--- config.mk ---
export PLATFORM = sky130hd
export DESIGN_NAME = ese_ctrl
export DESIGN_NICKNAME = d
export VERILOG_FILES = /design/src/hw/rtl/ese_pkg.sv /design/src/hw/rtl/ese_ctrl.sv
export VERILOG_INCLUDE_DIRS = /design/src /design/src/hw/rtl
export SDC_FILE = /design/constraint.sdc
export NUM_CORES = 1
export LEC_CHECK = 0
export ABC_AREA = 1
export BUFFER_PORTS_ARGS = -buffer_cell sky130_fd_sc_hd__buf_2
export CORE_AREA = 5 5 42 44
export DETAILED_ROUTE_END_ITERATION = 16
export DIE_AREA = 0 0 47 49
export PLACE_DENSITY = 0.64
export SYNTH_ARGS = -nofsm -noshare
export SYNTH_HDL_FRONTEND = slang
export SYNTH_SLANG_ARGS = --single-unit
export TNS_END_PERCENT = 30
--- constraint.sdc ---
create_clock -name clk -period 1.6 [get_ports clk]
set_input_delay 0.32 -clock clk [delete_from_list [all_inputs] [get_ports clk]]
set_output_delay 0.32 -clock clk [all_outputs]
set_load 0.05 [all_outputs]
--- src/hw/rtl/exponential_search_engine_top_macros.svh ---
// assertion helpers shared by the search engine modules
`ifndef EXPONENTIAL_SEARCH_ENGINE_TOP_MACROS_SVH
`define EXPONENTIAL_SEARCH_ENGINE_TOP_MACROS_SVH

`ifndef SYNTHESIS
// same-cycle implication, checked on every rising edge outside reset
`define ESE_ASSERT_NOW(lbl, ante, cons, msg) \
	lbl: assert property (@(posedge clk) disable iff (!arst_n) (ante) |-> (cons)) \
		else $error(msg);
// next-cycle implication
`define ESE_ASSERT_NEXT(lbl, ante, cons, msg) \
	lbl: assert property (@(posedge clk) disable iff (!arst_n) (ante) |=> (cons)) \
		else $error(msg);
`else
`define ESE_ASSERT_NOW(lbl, ante, cons, msg)
`define ESE_ASSERT_NEXT(lbl, ante, cons, msg)
`endif

`endif

--- src/hw/rtl/ese_pkg.sv ---
package ese_pkg;

	localparam int unsigned IDX_BITS   = 10;
	localparam int unsigned FIELD_BITS = 32;

	localparam logic REQ_WRITE  = 1'b0;
	localparam logic REQ_SEARCH = 1'b1;

	typedef enum logic [2:0] {
		ST_IDLE,
		ST_START,
		ST_FIRST,
		ST_EXP_LOOP,
		ST_EXP_CHK,
		ST_BIN_LOOP,
		ST_BIN_CHK,
		ST_DONE
	} ctl_state_t;

	typedef enum logic [1:0] {
		RD_LO,
		RD_PROBE,
		RD_MID
	} rd_sel_t;

	typedef enum logic [1:0] {
		RES_NONE,
		RES_MISS,
		RES_LO,
		RES_MID
	} res_sel_t;

	typedef struct packed {
		logic     load_req;
		logic     wr_en;
		logic     rd_en;
		rd_sel_t  rd_sel;
		logic     init_exp;
		logic     adv_exp;
		logic     set_bin;
		logic     bin_lo_up;
		logic     bin_hi_dn;
		res_sel_t res_sel;
		logic     load_out;
	} dp_cmd_t;

	typedef struct packed {
		logic range_empty;
		logic probe_in;
		logic bin_open;
		logic key_eq;
		logic key_lt_entry;
		logic entry_lt_key;
	} dp_sts_t;

endpackage

--- src/hw/rtl/ese_ctrl.sv ---
`include "exponential_search_engine_top_macros.svh"

module ese_ctrl
	import ese_pkg::*;
(
	input  logic    clk,
	input  logic    arst_n,
	input  logic    in_valid,
	output logic    in_ready,
	input  logic    req_type,
	output logic    out_valid,
	input  logic    out_ready,
	input  dp_sts_t sts,
	output dp_cmd_t cmd
);

	ctl_state_t state_q, state_d;
	logic       out_valid_q;

	always_ff @(posedge clk or negedge arst_n) begin
		if (!arst_n) begin
			state_q     <= ST_IDLE;
			out_valid_q <= 1'b0;
		end else begin
			state_q <= state_d;
			if (cmd.load_out) begin
				out_valid_q <= 1'b1;
			end else if (out_ready) begin
				out_valid_q <= 1'b0;
			end
		end
	end

	always_comb begin
		state_d  = state_q;
		cmd      = '0;
		in_ready = 1'b0;
		case (state_q)
			ST_IDLE: begin
				in_ready = 1'b1;
				if (in_valid) begin
					cmd.load_req = 1'b1;
					if (req_type == REQ_WRITE) begin
						cmd.wr_en   = 1'b1;
						cmd.res_sel = RES_MISS;
						state_d     = ST_DONE;
					end else begin
						state_d = ST_START;
					end
				end
			end
			ST_START: begin
				if (sts.range_empty) begin
					cmd.res_sel = RES_MISS;
					state_d     = ST_DONE;
				end else begin
					cmd.rd_en  = 1'b1;
					cmd.rd_sel = RD_LO;
					state_d    = ST_FIRST;
				end
			end
			ST_FIRST: begin
				if (sts.key_eq) begin
					cmd.res_sel = RES_LO;
					state_d     = ST_DONE;
				end else begin
					cmd.init_exp = 1'b1;
					state_d      = ST_EXP_LOOP;
				end
			end
			ST_EXP_LOOP: begin
				if (sts.probe_in) begin
					cmd.rd_en  = 1'b1;
					cmd.rd_sel = RD_PROBE;
					state_d    = ST_EXP_CHK;
				end else begin
					cmd.set_bin = 1'b1;
					state_d     = ST_BIN_LOOP;
				end
			end
			ST_EXP_CHK: begin
				if (sts.entry_lt_key) begin
					cmd.adv_exp = 1'b1;
					state_d     = ST_EXP_LOOP;
				end else begin
					cmd.set_bin = 1'b1;
					state_d     = ST_BIN_LOOP;
				end
			end
			ST_BIN_LOOP: begin
				if (sts.bin_open) begin
					cmd.rd_en  = 1'b1;
					cmd.rd_sel = RD_MID;
					state_d    = ST_BIN_CHK;
				end else begin
					cmd.res_sel = RES_MISS;
					state_d     = ST_DONE;
				end
			end
			ST_BIN_CHK: begin
				if (sts.key_eq) begin
					cmd.res_sel = RES_MID;
					state_d     = ST_DONE;
				end else if (sts.key_lt_entry) begin
					cmd.bin_hi_dn = 1'b1;
					state_d       = ST_BIN_LOOP;
				end else begin
					cmd.bin_lo_up = 1'b1;
					state_d       = ST_BIN_LOOP;
				end
			end
			ST_DONE: begin
				// result moves to the output slot once that slot is free
				if (!out_valid_q || out_ready) begin
					cmd.load_out = 1'b1;
					state_d      = ST_IDLE;
				end
			end
			default: begin
				state_d = ST_IDLE;
			end
		endcase
	end

	assign out_valid = out_valid_q;

	`ESE_ASSERT_NOW(a_load_slot_free, cmd.load_out, !out_valid_q || out_ready,
		"result overwrote a beat not yet taken")
	`ESE_ASSERT_NEXT(a_write_to_done, in_valid && in_ready && (req_type == REQ_WRITE),
		state_q == ST_DONE, "write request did not go straight to result")
	`ESE_ASSERT_NOW(a_valid_from_done, $rose(out_valid_q), $past(state_q) == ST_DONE,
		"result raised outside the done state")

endmodule

==> impl_metrics.ini, run 1 <==
[grt]
grt_pass1_wl_mm = 2.02
antenna_found_initial = 0
grt.total_usage_pct = 12.1
grt_overflow = 0
grt_max_degree = 10
grt_pass1_vias = 523

[cells_and_area]
seq_area_sq_um = 103
fillCellCount = 141
drive_gt1_share_pct = 52.3
multi_input_area_sq_um = 299
nets = 124
diodes = 0
synthToLayoutAreaGrowth_pct = 89.5
instances_no_fill = 127

[routing]
drc = 0
drt_pass1_iterations = 4
via_per_inst = 4.57
wl_mm = 1.31
vias = 580
drt_iter0_drc = 16
detail-route-antenna-nets = 0
wire_per_inst_um = 10.3

[setup_path]
end_kind = primary output
critPathMaxStageDelay_ns = 0.47
start_kind = flop
critPathRequiredTime_ns = 1.28
path_class = reg2out
path_cells = nor2_4 -> nand2_2 -> nor2_2 -> nand2_1 -> nand4_1 -> buf_6
crit_arrival_ns = 1.36
crit_family = simple AND/OR/NAND/NOR gates
critPathBufInv = 1
cp_max_fo = 6
critical_path.slowest_cell = dfrtp_2

[timing]
worst_pin_slew_ns = 0.256
maxSlewViolCount = 0
rsz0062_at_grt = yes
post-route-min-period_ns = 1.68
hold_ws_ns = 0.304
finalSetupViolations = 8
max_freq_mhz = 597
relSlewSlack_pct = 83.1
finalWorstSetupSlack_ns = -0.0763
fin_crit_sh_pct = 105
finalClockSkew_ns = 0.00490
hold_viol_final = 0

[pwr]
power_density_mw_per_mm2 = 2200
power_leakage_uw = 0.000467
vdd_drop_max_mv = 0.958

[synthesis]
synth_cell_types = 15
synth_warnings = 0
ys_seq_area_share_pct = 24.0
postSynthAreaPerCell_sq_um = 5.56
ys_ff_latch = 4
syn_inst = 75
synth_nets = 86
syn-cell-area_sq_um = 417

[placement]
place_inst = 121
io_buffers = 25
dp_hpwl_um = 992
gp_congestion = 0.748

[floorplanning]
dieWidth_um = 47
core_area_sq_mm = 0.00140
initial_core_util_pct = 29.7
die-area_sq_mm = 0.00230
die_h_um = 49
placementRows = 14
ios = 26

[clocking]
clkTransAtPathRegs_ns = 0.04
cts_tree = yes
cts_root_buf = clkbuf_4
cts_max_path_buffers = 2
numClockSinks = 4
cts_inserted_buffers = 3
clk_latency_ns = 0.24
h-tree-depth = 1

[flow_run]
drv_cap = 0

[outcome]
violations = negative setup slack
run_status = complete, but fails checks

[min_path]
hold_class = in2reg
-- flip-flops by register name, indices dropped and copies added (netlist names) --
| name | cells |
|---|---|
| out_valid | 1 |
| state_q | 3 |
-- worst reg2reg max path, cell delays in order, from the launching register on --
cell     delay, ns
dfrtp_2       0.45
buf_4         0.16
nand2_1       0.08
nor2_2        0.04
buf_4         0.13
nand2_1       0.05
nand2_1       0.04
nor2_1        0.12
a21oi_1       0.07
-- path summary, 6_finish.rpt --
kind	start	slack [ns]	to	cells after the start
max	state_q[0]	-0.08	cmd[1]	6
min	out_ready	0.30	out_valid	2
max reg2reg	state_q[1]	0.33	state_q[2]	8
min reg2reg	out_valid	0.55	out_valid	2
max in group asynchronous	arst_n	1.06	state_q[0]	2
min in group asynchronous	arst_n	0.41	state_q[1]	2
-- kinds of logic after synthesis --
logic type             Yosys count  share of synthesized area (%)
and+or+nand+nor                 50                           55.3
buffers and inverters           18                           16.2
DFF                              4                           24.0
AOI/OAI and AO/OA                3                           4.50
-- layout by cell type (no fill, tap or decap) --
master         netlist  routed
buf_8                0       2
nand2_1             21      18
clkbuf_4             0       3
nand3_1              5       5
o21ai_0              1       1
dfrtp_2              0       2
buf_2                0      11
inv_1               16      13
inv_4                0       1
nor2_4               1       4
nand3b_1             1       1
nor2_2               3       4
o311ai_2             0       1
nor2_1              11       7
buf_6                0      10
dfrtp_1              4       2
nand2_4              0       1
inv_2                2       4
nand4_1              3       3
nand2_2              3       5
a21oi_1              1       1
buf_4                0       9
dlygate4sd3_1        0       1
nor3_2               0       1
nor3_1               2       1
-- per-stage QoR --
stage / power, uW / cell area [sq um] / setup TNS, ns / util [%] / setup slack (ns)
after floorplan: 1030 / 429 / -0.659 / - / -0.314
after global placement: 1300 / 612 / 0 / 43.7 / 0.00391
after detailed placement: 1300 / 612 / -0.00376 / 43.7 / -0.00376
after CTS: 1600 / 721 / -0.335 / 51.4 / -0.100
after global routing: 1840 / 790 / -0.947 / 56.3 / -0.150
final: 1740 / 790 / -0.248 / 56.3 / -0.0763
-- what timing repair did --
item                                    CTS  global route
resized for setup                        23            23
hold endpoints to repair                  4             0
gates cloned                              0             0
buffers inserted                          2             0
endpoints found under the setup margin   14            14
pin swaps                                 3             4
hold buffers                              1             0
-- power breakdown --
part	leakage [uW]	total (uW)	switching [uW]	internal [uW]
combinational	0.000408	1360	866	494
sequential	0.0000453	246	85.7	161
clock	0.0000138	130	45.4	84.2
total	0.000467	1740	997	739
-- synthesized netlist by cell type --
master / number / share of area (%)
nand2_1: 21 / 19
nor2_4: 1 / 2.7
o311ai_0: 1 / 2.1
o21ai_0: 1 / 1.2
nand3b_1: 1 / 1.8
inv_2: 2 / 1.8
nor2_2: 3 / 4.5
nor3_1: 2 / 2.4
nand2_2: 3 / 4.5
nor2_1: 11 / 9.9
nand3_1: 5 / 6.0
inv_1: 16 / 14
nand4_1: 3 / 4.5
dfrtp_1: 4 / 24
a21oi_1: 1 / 1.2
-- routing by layer --
metal  wire, um  track usage, %  vias to the layer above
met3         69            1.48                        2
met2        728            20.4                       15
met5          0               0                        -
met1        480            13.2                      263
met4         29            8.29                        0
li1           -               -                      300
-- cell type report --
class	instances	share of cell area, %
Multi-Input combinational cell	53	37.9
Clock buffer	3	2.85
Sequential cell	4	13.0
Timing Repair Buffer	33	34.9
Inverter	18	8.87
Tap cell	16	2.54
Note: power is estimated with default switching activity, not from simulation.
==> inputs of run 2 (changes only) <==
Settings changed: CORE_AREA 5 5 42 44 to 3 3 40 42, DIE_AREA 0 0 47 49 to 0 0 43 45.
==> run 2 against run 1 <==
Highest routed layer is now met3; critical path depth did not move; flip-flop and latch count unchanged; maximum frequency about the same; clock skew shrank 0.00078 ns; design area increased by 1.1%; sequential power down 4%; first-iteration DRC count is 44% lower; global-route usage increased by 0.67 points; total power shrank 0.27%; worst hold slack gained 0.019 ns; largest cell class unchanged; worst setup slack better by 0.0014 ns; the run still ends with negative setup slack left; largest power group unchanged.
==> impl_metrics.ini, run 2 (synthesis results as in run 1) <==
[pwr]
design_power_total_uw = 1730
pwr-share-comb_pct = 79.5
p_int_uw = 748
vdd_drop_max_mv = 1.14
p_sw_uw = 982
power_leakage_uw = 0.000468
power_density_mw_per_mm2 = 2170
p_seq_share_pct = 13.6
power_frac_clock_pct = 7.0
swShare_pct = 56.8

[grt]
grt.total_usage_pct = 12.8
grt_pass1_vias = 510
grt_overflow = 0
grt_max_degree = 10
grt_pass1_wl_mm = 1.93
antenna_found_initial = 0

[floorplanning]
placementRows = 13
ios = 26
die_h_um = 45
initial_core_util_pct = 32.4
dieWidth_um = 43
core_area_sq_mm = 0.00128
die-area_sq_mm = 0.00194

[cells_and_area]
synthToLayoutAreaGrowth_pct = 91.6
diodes = 0
instances_no_fill = 127
top_register = state_q
nets = 125
fillCellCount = 120
largest_reg_flops = 3
drive_gt1_share_pct = 55.4
fin_area_sq_um = 798
final_cell_mix = nand2_1 (17), inv_1 (12), buf_2 (11), buf_6 (10), buf_4 (9)
layout_commonest_cell = nand2_1

[clocking]
cts_root_buf = clkbuf_4
clk_latency_ns = 0.23
cts_tree = yes
clkTransAtPathRegs_ns = 0.04
h-tree-depth = 1
numClockSinks = 4
cts_max_path_buffers = 2
cts_inserted_buffers = 3

[setup_path]
critPathMaxStageDelay_ns = 0.46
r2r-start = state_q[0]
path_class = reg2out
reg2reg_slack_ns = 0.31
critPathRequiredTime_ns = 1.28
r2r_cells = 9
path_cells = nor2_2 -> nand2_1 -> nor2_2 -> nand2_2 -> nand4_1 -> buf_6
cp_max_fo = 6
r2r_end = state_q[1]
cp_common_cell = nor2_2
setup.worst_path.start = state_q[0]
crit_arrival_ns = 1.35
critical_path.slowest_cell = dfrtp_2
end_kind = primary output
start_kind = flop
crit_path_end = cmd[1]

[placement]
dp_hpwl_um = 967
io_buffers = 25
place_area_sq_um = 603
place_inst = 119
gp_congestion = 0.784

[timing]
finalSetupViolations = 5
finalWorstSetupSlack_ns = -0.0749
post-route-min-period_ns = 1.67
worst_pin_slew_ns = 0.240
relSlewSlack_pct = 84.0
hold_ws_ns = 0.323
max_freq_mhz = 597
fin_setup_tns_ns = -0.190
maxSlewViolCount = 0
rsz0062_at_grt = yes
fin_crit_sh_pct = 105
hold_viol_final = 0
finalClockSkew_ns = 0.00412

[min_path]
hold_class = in2reg

[outcome]
run_status = complete, but fails checks
violations = negative setup slack

[routing]
wire_per_inst_um = 10.5
drt_pass1_iterations = 4
vias = 582
wl_mm = 1.34
via_per_inst = 4.58
drt_iter0_drc = 9
detail-route-antenna-nets = 0
drc = 0

[flow_run]
drv_cap = 0
[run 2: cell count changes in the layout (fill, tap and decap cells not counted)]
| cell | previous run | this run |
|---|---|---|
| clkbuf_4 | 3 | 4 |
| inv_1 | 13 | 12 |
| inv_2 | 4 | 5 |
| nand2_1 | 18 | 17 |
| nand2_2 | 5 | 6 |
| nand3_1 | 5 | 4 |
| nand3_2 | 0 | 1 |
| nor2_2 | 4 | 5 |
| nor2_4 | 4 | 3 |
[run 2: repair_timing]
action                                 in CTS  in global routing
setup buffers                               3                  1
pin swaps                                   4                  6
endpoints found under the hold margin       4                  0
hold buffers                                1                  0
gates resized for setup                    21                 28
setup endpoints to repair                  12                 14
[run 2: per-stage QoR]
stage | utilization [%] | worst slack (ns)
2_1_floorplan | - | -0.314
3_3_place_gp | 46.9 | 0.00740
3_5_place_dp | 46.9 | -0.0254
4_1_cts | 55.6 | -0.0884
5_1_grt | 62.1 | -0.150
6_report | 62.1 | -0.0749
[run 2: layout make-up]
type | count | area (sq um) | share of cell area [%]
Inverter | 18 | 70.1 | 8.78
Multi-Input combinational cell | 53 | 302 | 37.8
Sequential cell | 4 | 103 | 12.9
Timing Repair Buffer | 34 | 283 | 35.4
Tap cell | 15 | 18.8 | 2.35
Clock buffer | 3 | 22.5 | 2.82
[run 2: power groups by stage]
stage / Sequential, uW / Clock [uW] / Combinational (uW)
final: 235 / 120 / 1380
after global routing: 244 / 137 / 1470
after CTS: 225 / 122 / 1230
after detailed placement: 223 / 0 / 1080
after global placement: 220 / 0 / 1080
after floorplan: 262 / 0 / 768
[run 2: per-layer routing]
layer	routed length [um]	share of wire, %	GRT usage (%)
met5	0	0	0
met4	0	0	3.61
met3	75	5.6	1.59
met2	738	55	22.5
met1	523	39	16.5
[run 2: worst min path at each step]
stage / from / end / cells past startpoint
floorplan: arst_n / out_valid / 0
global placement: arst_n / state_q[1] / 1
detailed placement: arst_n / state_q[0] / 1
CTS: out_ready / out_valid / 2
global route: out_ready / out_valid / 2
finish: out_ready / out_valid / 2
[run 2: worst max-delay path: cells and delay by family (launching register included)]
family                 cells  cell delay (ns)
AND/OR/NAND/NOR            5             0.50
flip-flops                 1             0.46
buffers and inverters      1             0.17
